<file path="config.mk">
export PLATFORM = sky130hd
export DESIGN_NAME = polygon_perimeter_and_area
export DESIGN_NICKNAME = d
export VERILOG_FILES = /design/src/hdl/ppa_pkg.sv /design/src/hdl/polygon_perimeter_and_area.sv
export SDC_FILE = /design/constraint.sdc
export NUM_CORES = 2
export LEC_CHECK = 0
export BUFFER_PORTS_ARGS = -buffer_cell sky130_fd_sc_hd__buf_2
export CAP_MARGIN = 20
export CORE_MARGIN = 10
export CORE_UTILIZATION = 30
export CTS_BUF_LIST = sky130_fd_sc_hd__clkbuf_8
export CTS_CLUSTER_SIZE = 28
export DETAILED_ROUTE_END_ITERATION = 16
export GPL_TIMING_DRIVEN = 0
export MAX_ROUTING_LAYER = met4
export PLACE_DENSITY = 0.56
export SLEW_MARGIN = 20
export SYNTH_ARGS = -nofsm -noshare
export SYNTH_HDL_FRONTEND = slang
export SYNTH_SLANG_ARGS = --single-unit
</file>
<file path="constraint.sdc">
create_clock -name clk -period 12 [get_ports clk]
set_clock_uncertainty 0.1 [all_clocks]
set_input_delay 1.8 -clock clk [delete_from_list [all_inputs] [get_ports clk]]
set_output_delay 1.8 -clock clk [all_outputs]
set_load 0.005 [all_outputs]
</file>
<file path="src/hdl/ppa_pkg.sv">
// package for the polygon perimeter and area block: widths, limits and sequencer states
package ppa_pkg;

    // geometry and fixed-point format
    localparam int COORD_BITS   = 16;
    localparam int FRAC_BITS    = 8;
    localparam int MAX_VERTICES = 1024;
    localparam int COUNT_BITS   = $clog2(MAX_VERTICES + 1);

    // shared multiplier: differences and coordinates are one bit wider than a coordinate
    localparam int DIFF_BITS = COORD_BITS + 1;
    localparam int PROD_BITS = 2 * DIFF_BITS;
    localparam int SQ_BITS   = 2 * DIFF_BITS;

    // bit-pair square root over the scaled squared distance
    localparam int ROOT_STEPS = COORD_BITS + 1 + FRAC_BITS;
    localparam int ROOT_BITS  = ROOT_STEPS;
    localparam int RAD_BITS   = 2 * ROOT_STEPS;
    localparam int REM_BITS   = ROOT_BITS + 2;
    localparam int ITER_BITS  = $clog2(ROOT_STEPS);

    // multiply step sequence: four products, then a fold step for the last one
    localparam int MUL_OPS    = 4;
    localparam int STEP_BITS  = $clog2(MUL_OPS + 1);

    localparam logic [STEP_BITS-1:0] OP_DX_SQ = STEP_BITS'(0);
    localparam logic [STEP_BITS-1:0] OP_DY_SQ = STEP_BITS'(1);
    localparam logic [STEP_BITS-1:0] OP_AX_BY = STEP_BITS'(2);
    localparam logic [STEP_BITS-1:0] OP_AY_BX = STEP_BITS'(3);
    localparam logic [STEP_BITS-1:0] OP_FOLD  = STEP_BITS'(4);

    // running sums
    localparam int LEN_BITS   = 35;
    localparam int AREA_BITS  = 42;
    localparam int CROSS_BITS = AREA_BITS + 1;

    localparam logic [LEN_BITS-1:0] LEN_MAX = {LEN_BITS{1'b1}};
    localparam logic signed [CROSS_BITS:0] CROSS_LIM =
        (CROSS_BITS + 1)'((64'd1 << AREA_BITS) - 64'd1);

    // stream payload widths
    localparam int IN_DATA_BITS  = 2 * COORD_BITS;
    localparam int OUT_DATA_BITS = LEN_BITS + AREA_BITS + COUNT_BITS;

    typedef enum logic [2:0] {
        ST_IDLE,
        ST_MUL,
        ST_ROOT,
        ST_SUM,
        ST_OUT
    } ppa_state_t;

endpackage

</file>
<file path="src/hdl/polygon_perimeter_and_area.sv">
// A first vertex is only stored; every later vertex runs the multiply steps, the square root
// loop and a sum step before ready returns, and a last vertex also runs its closing edge
// before the output register loads. A new vertex is taken only in the idle state, once the
// 25-step bit-pair square root loop that follows the shared 17x17 multiplier is through.
// Reset (rst_n low, asynchronous): sums, vertex count and flags clear, closed_mode is 1,
// no result is pending.
module polygon_perimeter_and_area
    import ppa_pkg::*;
(
    input  logic                     clk,
    input  logic                     rst_n,
    // configuration: closed_mode
    input  logic                     cfg_wen,
    input  logic                     cfg_wdata,
    // vertex input
    input  logic                     s_tvalid,
    output logic                     s_tready,
    input  logic [IN_DATA_BITS-1:0]  s_tdata,   // x_coord [15:0], y_coord [31:16]
    input  logic                     s_tlast,   // last_vertex
    // result output
    output logic                     m_tvalid,
    input  logic                     m_tready,
    output logic [OUT_DATA_BITS-1:0] m_tdata,   // perimeter_fixed, doubled_area, vertex_count
    output logic                     m_tuser    // count_overflow
);

    // control state
    ppa_state_t                 state_reg, state_next;
    logic [STEP_BITS-1:0]       step_reg, step_next;
    logic [ITER_BITS-1:0]       iter_reg, iter_next;
    logic [COUNT_BITS-1:0]      count_reg, count_next;
    logic                       overflow_reg, overflow_next;
    logic [LEN_BITS-1:0]        length_sum_reg, length_sum_next;
    logic signed [CROSS_BITS-1:0] cross_sum_reg, cross_sum_next;
    logic                       closed_mode_reg, closed_mode_next;
    logic                       out_valid_reg, out_valid_next;
    logic                       closing_reg, closing_next;
    logic                       last_reg, last_next;

    // vertex and edge operands
    logic signed [COORD_BITS-1:0] first_x_reg, first_x_next, first_y_reg, first_y_next;
    logic signed [COORD_BITS-1:0] prev_x_reg, prev_x_next, prev_y_reg, prev_y_next;
    logic signed [COORD_BITS-1:0] ax_reg, ax_next, ay_reg, ay_next;
    logic signed [COORD_BITS-1:0] bx_reg, bx_next, by_reg, by_next;

    // arithmetic working registers
    logic signed [PROD_BITS-1:0] prod_reg, prod_next;
    logic [SQ_BITS-1:0]          d2_reg, d2_next;
    logic signed [PROD_BITS-1:0] term_reg, term_next;
    logic [RAD_BITS-1:0]         rad_reg, rad_next;
    logic [REM_BITS-1:0]         rem_reg, rem_next;
    logic [ROOT_BITS-1:0]        root_reg, root_next;

    // output register
    logic [LEN_BITS-1:0]   perim_out_reg, perim_out_next;
    logic [AREA_BITS-1:0]  area_out_reg, area_out_next;
    logic [COUNT_BITS-1:0] count_out_reg, count_out_next;
    logic                  ovf_out_reg, ovf_out_next;

    // combinational helpers
    logic signed [COORD_BITS-1:0] in_x, in_y;
    logic signed [DIFF_BITS-1:0]  dx, dy, mul_a, mul_b;
    logic signed [PROD_BITS-1:0]  mul_p;
    logic [REM_BITS+1:0]          rem_sh, trial;
    logic [LEN_BITS:0]            len_wide;
    logic [LEN_BITS-1:0]          len_sat;
    logic signed [CROSS_BITS:0]   cross_wide;
    logic signed [CROSS_BITS-1:0] cross_sat, cross_neg;
    logic                         in_accept, out_accept, first_vertex;

    assign in_x = s_tdata[COORD_BITS-1:0];
    assign in_y = s_tdata[2*COORD_BITS-1:COORD_BITS];

    assign s_tready   = (state_reg == ST_IDLE);
    assign in_accept  = s_tvalid && s_tready;
    assign out_accept = out_valid_reg && m_tready;
    assign first_vertex = (count_reg == '0) && !overflow_reg;

    assign m_tvalid = out_valid_reg;
    assign m_tdata  = {count_out_reg, area_out_reg, perim_out_reg};
    assign m_tuser  = ovf_out_reg;

    // edge differences and the shared multiplier
    assign dx = DIFF_BITS'(ax_reg) - DIFF_BITS'(bx_reg);
    assign dy = DIFF_BITS'(ay_reg) - DIFF_BITS'(by_reg);

    always_comb
    begin
        case (step_reg)
            OP_DX_SQ:
            begin
                mul_a = dx;
                mul_b = dx;
            end
            OP_DY_SQ:
            begin
                mul_a = dy;
                mul_b = dy;
            end
            OP_AX_BY:
            begin
                mul_a = DIFF_BITS'(ax_reg);
                mul_b = DIFF_BITS'(by_reg);
            end
            OP_AY_BX:
            begin
                mul_a = DIFF_BITS'(ay_reg);
                mul_b = DIFF_BITS'(bx_reg);
            end
            default:
            begin
                mul_a = '0;
                mul_b = '0;
            end
        endcase
    end

    assign mul_p = mul_a * mul_b;

    // one square root step: bring down two radicand bits, try to subtract 4*root+1
    assign rem_sh = {rem_reg, rad_reg[RAD_BITS-1 -: 2]};
    assign trial  = (REM_BITS + 2)'({root_reg, 2'b01});

    // saturating perimeter add
    assign len_wide = (LEN_BITS + 1)'(length_sum_reg) + (LEN_BITS + 1)'(root_reg);
    assign len_sat  = len_wide[LEN_BITS] ? LEN_MAX : len_wide[LEN_BITS-1:0];

    // saturating cross sum add
    assign cross_wide = (CROSS_BITS + 1)'(cross_sum_reg) + (CROSS_BITS + 1)'(term_reg);

    always_comb
    begin
        if (cross_wide > CROSS_LIM)
            cross_sat = CROSS_BITS'(CROSS_LIM);
        else if (cross_wide < -CROSS_LIM)
            cross_sat = CROSS_BITS'(-CROSS_LIM);
        else
            cross_sat = cross_wide[CROSS_BITS-1:0];
    end

    assign cross_neg = -cross_sum_reg;

    // sequencer: next state and datapath updates
    always_comb
    begin
        state_next       = state_reg;
        step_next        = step_reg;
        iter_next        = iter_reg;
        count_next       = count_reg;
        overflow_next    = overflow_reg;
        length_sum_next  = length_sum_reg;
        cross_sum_next   = cross_sum_reg;
        closed_mode_next = closed_mode_reg;
        out_valid_next   = out_valid_reg;
        closing_next     = closing_reg;
        last_next        = last_reg;
        first_x_next     = first_x_reg;
        first_y_next     = first_y_reg;
        prev_x_next      = prev_x_reg;
        prev_y_next      = prev_y_reg;
        ax_next          = ax_reg;
        ay_next          = ay_reg;
        bx_next          = bx_reg;
        by_next          = by_reg;
        prod_next        = prod_reg;
        d2_next          = d2_reg;
        term_next        = term_reg;
        rad_next         = rad_reg;
        rem_next         = rem_reg;
        root_next        = root_reg;
        perim_out_next   = perim_out_reg;
        area_out_next    = area_out_reg;
        count_out_next   = count_out_reg;
        ovf_out_next     = ovf_out_reg;

        if (cfg_wen)
            closed_mode_next = cfg_wdata;

        if (out_accept)
            out_valid_next = 1'b0;

        case (state_reg)
            ST_IDLE:
            begin
                if (in_accept)
                begin
                    last_next    = s_tlast;
                    closing_next = 1'b0;
                    prev_x_next  = in_x;
                    prev_y_next  = in_y;
                    if (count_reg >= COUNT_BITS'(MAX_VERTICES))
                        overflow_next = 1'b1;
                    else
                        count_next = count_reg + 1'b1;
                    if (first_vertex)
                    begin
                        // first vertex: no edge yet, a lone vertex closes on itself
                        first_x_next = in_x;
                        first_y_next = in_y;
                        if (s_tlast)
                            state_next = ST_OUT;
                    end
                    else
                    begin
                        ax_next    = prev_x_reg;
                        ay_next    = prev_y_reg;
                        bx_next    = in_x;
                        by_next    = in_y;
                        step_next  = OP_DX_SQ;
                        state_next = ST_MUL;
                    end
                end
            end

            ST_MUL:
            begin
                prod_next = mul_p;
                // fold in the product of the previous step
                case (step_reg)
                    OP_DY_SQ: d2_next   = SQ_BITS'(prod_reg);
                    OP_AX_BY: d2_next   = d2_reg + SQ_BITS'(prod_reg);
                    OP_AY_BX: term_next = prod_reg;
                    OP_FOLD:  term_next = term_reg - prod_reg;
                    default:  term_next = term_reg;
                endcase
                if (step_reg == OP_FOLD)
                begin
                    rad_next   = {d2_reg, {(2 * FRAC_BITS){1'b0}}};
                    rem_next   = '0;
                    root_next  = '0;
                    iter_next  = '0;
                    state_next = ST_ROOT;
                end
                else
                    step_next = step_reg + 1'b1;
            end

            ST_ROOT:
            begin
                rad_next = rad_reg << 2;
                if (rem_sh >= trial)
                begin
                    rem_next  = REM_BITS'(rem_sh - trial);
                    root_next = {root_reg[ROOT_BITS-2:0], 1'b1};
                end
                else
                begin
                    rem_next  = rem_sh[REM_BITS-1:0];
                    root_next = {root_reg[ROOT_BITS-2:0], 1'b0};
                end
                if (iter_reg == ITER_BITS'(ROOT_STEPS - 1))
                    state_next = ST_SUM;
                else
                    iter_next = iter_reg + 1'b1;
            end

            ST_SUM:
            begin
                cross_sum_next = cross_sat;
                // open mode skips the closing edge's length only
                if (!closing_reg || closed_mode_reg)
                    length_sum_next = len_sat;
                if (last_reg && !closing_reg)
                begin
                    closing_next = 1'b1;
                    ax_next      = prev_x_reg;
                    ay_next      = prev_y_reg;
                    bx_next      = first_x_reg;
                    by_next      = first_y_reg;
                    step_next    = OP_DX_SQ;
                    state_next   = ST_MUL;
                end
                else if (last_reg)
                    state_next = ST_OUT;
                else
                    state_next = ST_IDLE;
            end

            ST_OUT:
            begin
                // load the output register once it is free, then clear the polygon
                if (!out_valid_reg || m_tready)
                begin
                    out_valid_next  = 1'b1;
                    perim_out_next  = length_sum_reg;
                    area_out_next   = cross_sum_reg[CROSS_BITS-1] ?
                                      cross_neg[AREA_BITS-1:0] :
                                      cross_sum_reg[AREA_BITS-1:0];
                    count_out_next  = count_reg;
                    ovf_out_next    = overflow_reg;
                    length_sum_next = '0;
                    cross_sum_next  = '0;
                    count_next      = '0;
                    overflow_next   = 1'b0;
                    state_next      = ST_IDLE;
                end
            end

            default:
                state_next = ST_IDLE;
        endcase
    end

    // control registers
    always_ff @(posedge clk or negedge rst_n)
    begin
        if (!rst_n)
        begin
            state_reg       <= ST_IDLE;
            step_reg        <= '0;
            iter_reg        <= '0;
            count_reg       <= '0;
            overflow_reg    <= 1'b0;
            length_sum_reg  <= '0;
            cross_sum_reg   <= '0;
            closed_mode_reg <= 1'b1;
            out_valid_reg   <= 1'b0;
            closing_reg     <= 1'b0;
            last_reg        <= 1'b0;
            first_x_reg     <= '0;
            first_y_reg     <= '0;
            prev_x_reg      <= '0;
            prev_y_reg      <= '0;
        end
        else
        begin
            state_reg       <= state_next;
            step_reg        <= step_next;
            iter_reg        <= iter_next;
            count_reg       <= count_next;
            overflow_reg    <= overflow_next;
            length_sum_reg  <= length_sum_next;
            cross_sum_reg   <= cross_sum_next;
            closed_mode_reg <= closed_mode_next;
            out_valid_reg   <= out_valid_next;
            closing_reg     <= closing_next;
            last_reg        <= last_next;
            first_x_reg     <= first_x_next;
            first_y_reg     <= first_y_next;
            prev_x_reg      <= prev_x_next;
            prev_y_reg      <= prev_y_next;
        end
    end

    // datapath and output payload registers
    always_ff @(posedge clk)
    begin
        ax_reg        <= ax_next;
        ay_reg        <= ay_next;
        bx_reg        <= bx_next;
        by_reg        <= by_next;
        prod_reg      <= prod_next;
        d2_reg        <= d2_next;
        term_reg      <= term_next;
        rad_reg       <= rad_next;
        rem_reg       <= rem_next;
        root_reg      <= root_next;
        perim_out_reg <= perim_out_next;
        area_out_reg  <= area_out_next;
        count_out_reg <= count_out_next;
        ovf_out_reg   <= ovf_out_next;
    end

    // the overflow flag only rises once the count has reached its ceiling
    assert property (@(posedge clk) disable iff (!rst_n)
        overflow_reg |-> (count_reg == COUNT_BITS'(MAX_VERTICES)))
        else $error("overflow flag set below the vertex ceiling");

    // the root loop stops after its last step
    assert property (@(posedge clk) disable iff (!rst_n)
        (state_reg == ST_ROOT) |-> (iter_reg < ITER_BITS'(ROOT_STEPS)))
        else $error("square root step counter out of range");

    // the cross sum stays inside its saturation limits
    assert property (@(posedge clk) disable iff (!rst_n)
        (CROSS_BITS + 1)'(cross_sum_reg) <= CROSS_LIM &&
        (CROSS_BITS + 1)'(cross_sum_reg) >= -CROSS_LIM)
        else $error("cross sum beyond its limit");

    // a result is loaded only when the output register is free or being drained
    assert property (@(posedge clk) disable iff (!rst_n)
        (state_reg == ST_OUT && out_valid_reg && !m_tready) |=>
        (state_reg == ST_OUT && out_valid_reg))
        else $error("result loaded over a pending word");

    // the closing edge pass belongs to a last vertex
    assert property (@(posedge clk) disable iff (!rst_n)
        (closing_reg && state_reg != ST_IDLE) |-> last_reg)
        else $error("closing edge without a last vertex");

endmodule

</file>
==> flow_metrics.env <==
export IMPL_status="finished, final reports clean"
export IMPL_syn_area_um2=41500
export IMPL_dieArea_um2=154000
export IMPL_start_util_pct=30.2
export IMPL_crit_type="reg2reg"
export IMPL_slowest_delay_ns=0.72
export IMPL_required_ns=12.36
export IMPL_cp_arrival_ns=11.64
export IMPL_largest_reg_flops=43
export IMPL_area_growth_synth_to_final_pct=12.3
export IMPL_syn_num_nets=4989
export IMPL_rows=136
export IMPL_hold_depth=0
export IMPL_cts_buffers=85
export IMPL_regToRegStartpoint="ax_reg[2]"
export IMPL_grt_max_degree=90
export IMPL_htreeDepth=3
export IMPL_grt_pass1_vias=32302
export IMPL_ctsResizeCount=0
export IMPL_register_area_um2=14500
export IMPL_async_reset_ff_share_pct=33.1
export IMPL_multiInputGateArea_um2=24600
export IMPL_insertion_delay_ns=0.80
export IMPL_ant_nets=0
export IMPL_r2r_end="prod_reg[33]"
export IMPL_cts_tree="built"
export IMPL_drv_cap=0
export IMPL_final_cell_mix="601 x nand2_1, 542 x inv_1, 366 x nor2_1, 341 x edfxtp_1, 303 x fa_1"
export IMPL_setup_viol=0
export IMPL_path_common_cell="fa_1"
export IMPL_crit_fanout=10
export IMPL_rsz0062_at_grt="no"
export IMPL_die_x_um=392
export IMPL_startpoint="ax_reg[2]"
export IMPL_hold_class="reg2reg"
export IMPL_start_kind="flop"
export IMPL_gp_congestion=0.914
export IMPL_ys_warnings_count=0
export IMPL_syn_area_per_cell_um2=9.53
export IMPL_drt_pass1_iterations=8
export IMPL_place_hpwl_mm=94.8
export IMPL_synth_seq_cells=510
export IMPL_cts_buffer_depth=3
export IMPL_antenna_found_initial=3
export IMPL_slew_violations=0
export IMPL_max_freq_mhz=88.6
export IMPL_num_fill_cells=14104
export IMPL_avgViaCountPerCell=4.99
export IMPL_synth_seq_area_share_pct=34.8
export IMPL_synth_edf_count=341
export IMPL_num_vias=32318
export IMPL_gr_total_overflow=0
export IMPL_post_cts_buffers=0
export IMPL_drt_wirelength_per_cell_um=18.2
export IMPL_layout_commonest_cell="nand2_1"
export IMPL_max_slew_margin_rel_pct=16.3
export IMPL_io_buffers=129
export IMPL_route_detailed_drc=0
export IMPL_die_h_um=392
export IMPL_clkTransAtPathRegs_ns=0.06
export IMPL_layout_min_cycle_time_ns=11.28
export IMPL_cts_hold_buf=0
export IMPL_critPathCaptureType="flop"
export IMPL_grt_pass1_wl_mm=185
export IMPL_synthFlopType="edfxtp_1"
export IMPL_core_area_um2=137000
export IMPL_max_slew_worst_pin_slew_ns=1.26
export IMPL_ios=130
export IMPL_synth_cells=4360
export IMPL_drive_gt1_share_pct=8.77
export IMPL_r2r_slack_ns=0.72
export IMPL_period_share_pct=94.0
export IMPL_hold_slack_ns=0.332
export IMPL_crit_end="prod_reg[33]"
export IMPL_finalHoldViolations=0
export IMPL_cts_num_sinks=510
export IMPL_crit_slowest_cell="or4b_2"
export IMPL_synth_cell_type_count=94
export IMPL_fin_nets=5231
export IMPL_grt_use_total_pct=15.6
export IMPL_rr_worst_depth=32
export IMPL_cts_root_buf="clkbuf_8"
export IMPL_drt_initial_drc_count=2554
export IMPL_routed_wl_mm=118
## routing by layer
layer | vias up | track usage [%] | routed length, um
met3 | 191 | 2.29 | 5910
met1 | 15773 | 20.6 | 54400
met4 | 0 | 5.38 | 4160
met2 | 869 | 24.5 | 53100
met5 | - | - | 0
li1 | 15485 | - | -
## worst min path at each step
| stage | to | slack, ns | start |
|---|---|---|---|
| floorplan | ax_reg[0] | 0.32 | prev_x_reg[0] |
| global placement | ay_reg[12] | 0.33 | prev_y_reg[12] |
| detailed placement | ay_reg[4] | 0.33 | prev_y_reg[4] |
| CTS | ay_reg[15] | 0.33 | prev_y_reg[15] |
| global route | ay_reg[10] | 0.35 | prev_y_reg[10] |
| finish | ay_reg[10] | 0.33 | prev_y_reg[10] |
## cell usage after synthesis, types with 12 or more instances
library cell / instances / area (um^2)
a221o_1: 23 / 230
clkbuf_1: 132 / 495
o21bai_1: 28 / 210
a21oi_1: 248 / 1240
and3_1: 19 / 119
fa_1: 303 / 6070
or3_1: 23 / 144
xnor2_1: 153 / 1340
o21ai_1: 17 / 85.1
o211ai_1: 32 / 240
a221oi_1: 37 / 324
edfxtp_1: 341 / 10200
a31oi_1: 34 / 213
nor3_1: 47 / 235
buf_1: 17 / 63.8
o21ai_0: 233 / 1170
xor2_1: 79 / 692
inv_1: 518 / 1940
nand4_1: 33 / 206
nand2_1: 601 / 2260
a21boi_0: 12 / 90.1
and2_1: 30 / 188
ha_1: 287 / 3590
nand3_1: 63 / 315
o31ai_1: 37 / 278
a21o_1: 60 / 450
nor2_1: 367 / 1380
mux2_2: 65 / 732
o21a_1: 49 / 368
a211oi_1: 26 / 195
nand2b_1: 39 / 244
nor2b_1: 33 / 206
or2_2: 14 / 87.6
dfrtp_1: 168 / 4200
## area by class of cell
cell class              count  area share (%)
repair buffers            155            2.25
flip-flops and latches    510            31.0
multi-input cells        3170            52.7
well taps                1794            4.81
clock buffers              92            2.71
diodes                      4          0.0215
inverters                 519            4.18
plain buffers             161            1.38
clock inverters            66           0.880
## kinds of logic after synthesis
family	Yosys count	synth area share (%)
compound gates	949	14.7
xor+xnor	232	4.89
fa+ha+maj	591	23.3
buf+inv	680	6.23
flops	510	34.8
mux	75	2.00
simple gates	1323	14.1
## critical path: cells and delay by family (launching register included)
| kind | cells | cell delay, ns |
|---|---|---|
| compound gates | 14 | 4.08 |
| xor+xnor | 2 | 0.67 |
| fa+ha+maj | 8 | 3.84 |
| buf+inv | 3 | 0.58 |
| flops | 1 | 0.46 |
| simple gates | 5 | 1.26 |
## through the flow
stage	setup slack, ns	utilization [%]	setup TNS [ns]	area (um^2)	instances
6_report	0.719	33.9	0	46600	6471
5_1_grt	0.139	33.9	0	46600	6471
4_1_cts	0.818	33.9	0	46600	6466
3_5_place_dp	0.850	32.7	0	44900	6308
3_3_place_gp	-0.559	32.3	-0.847	44400	6283
2_1_floorplan	2.84	-	0	41500	4360
Power is left out: the tool's default activity adds up to more than one toggle a clock period on the data nets, which glitch-free logic cannot reach.
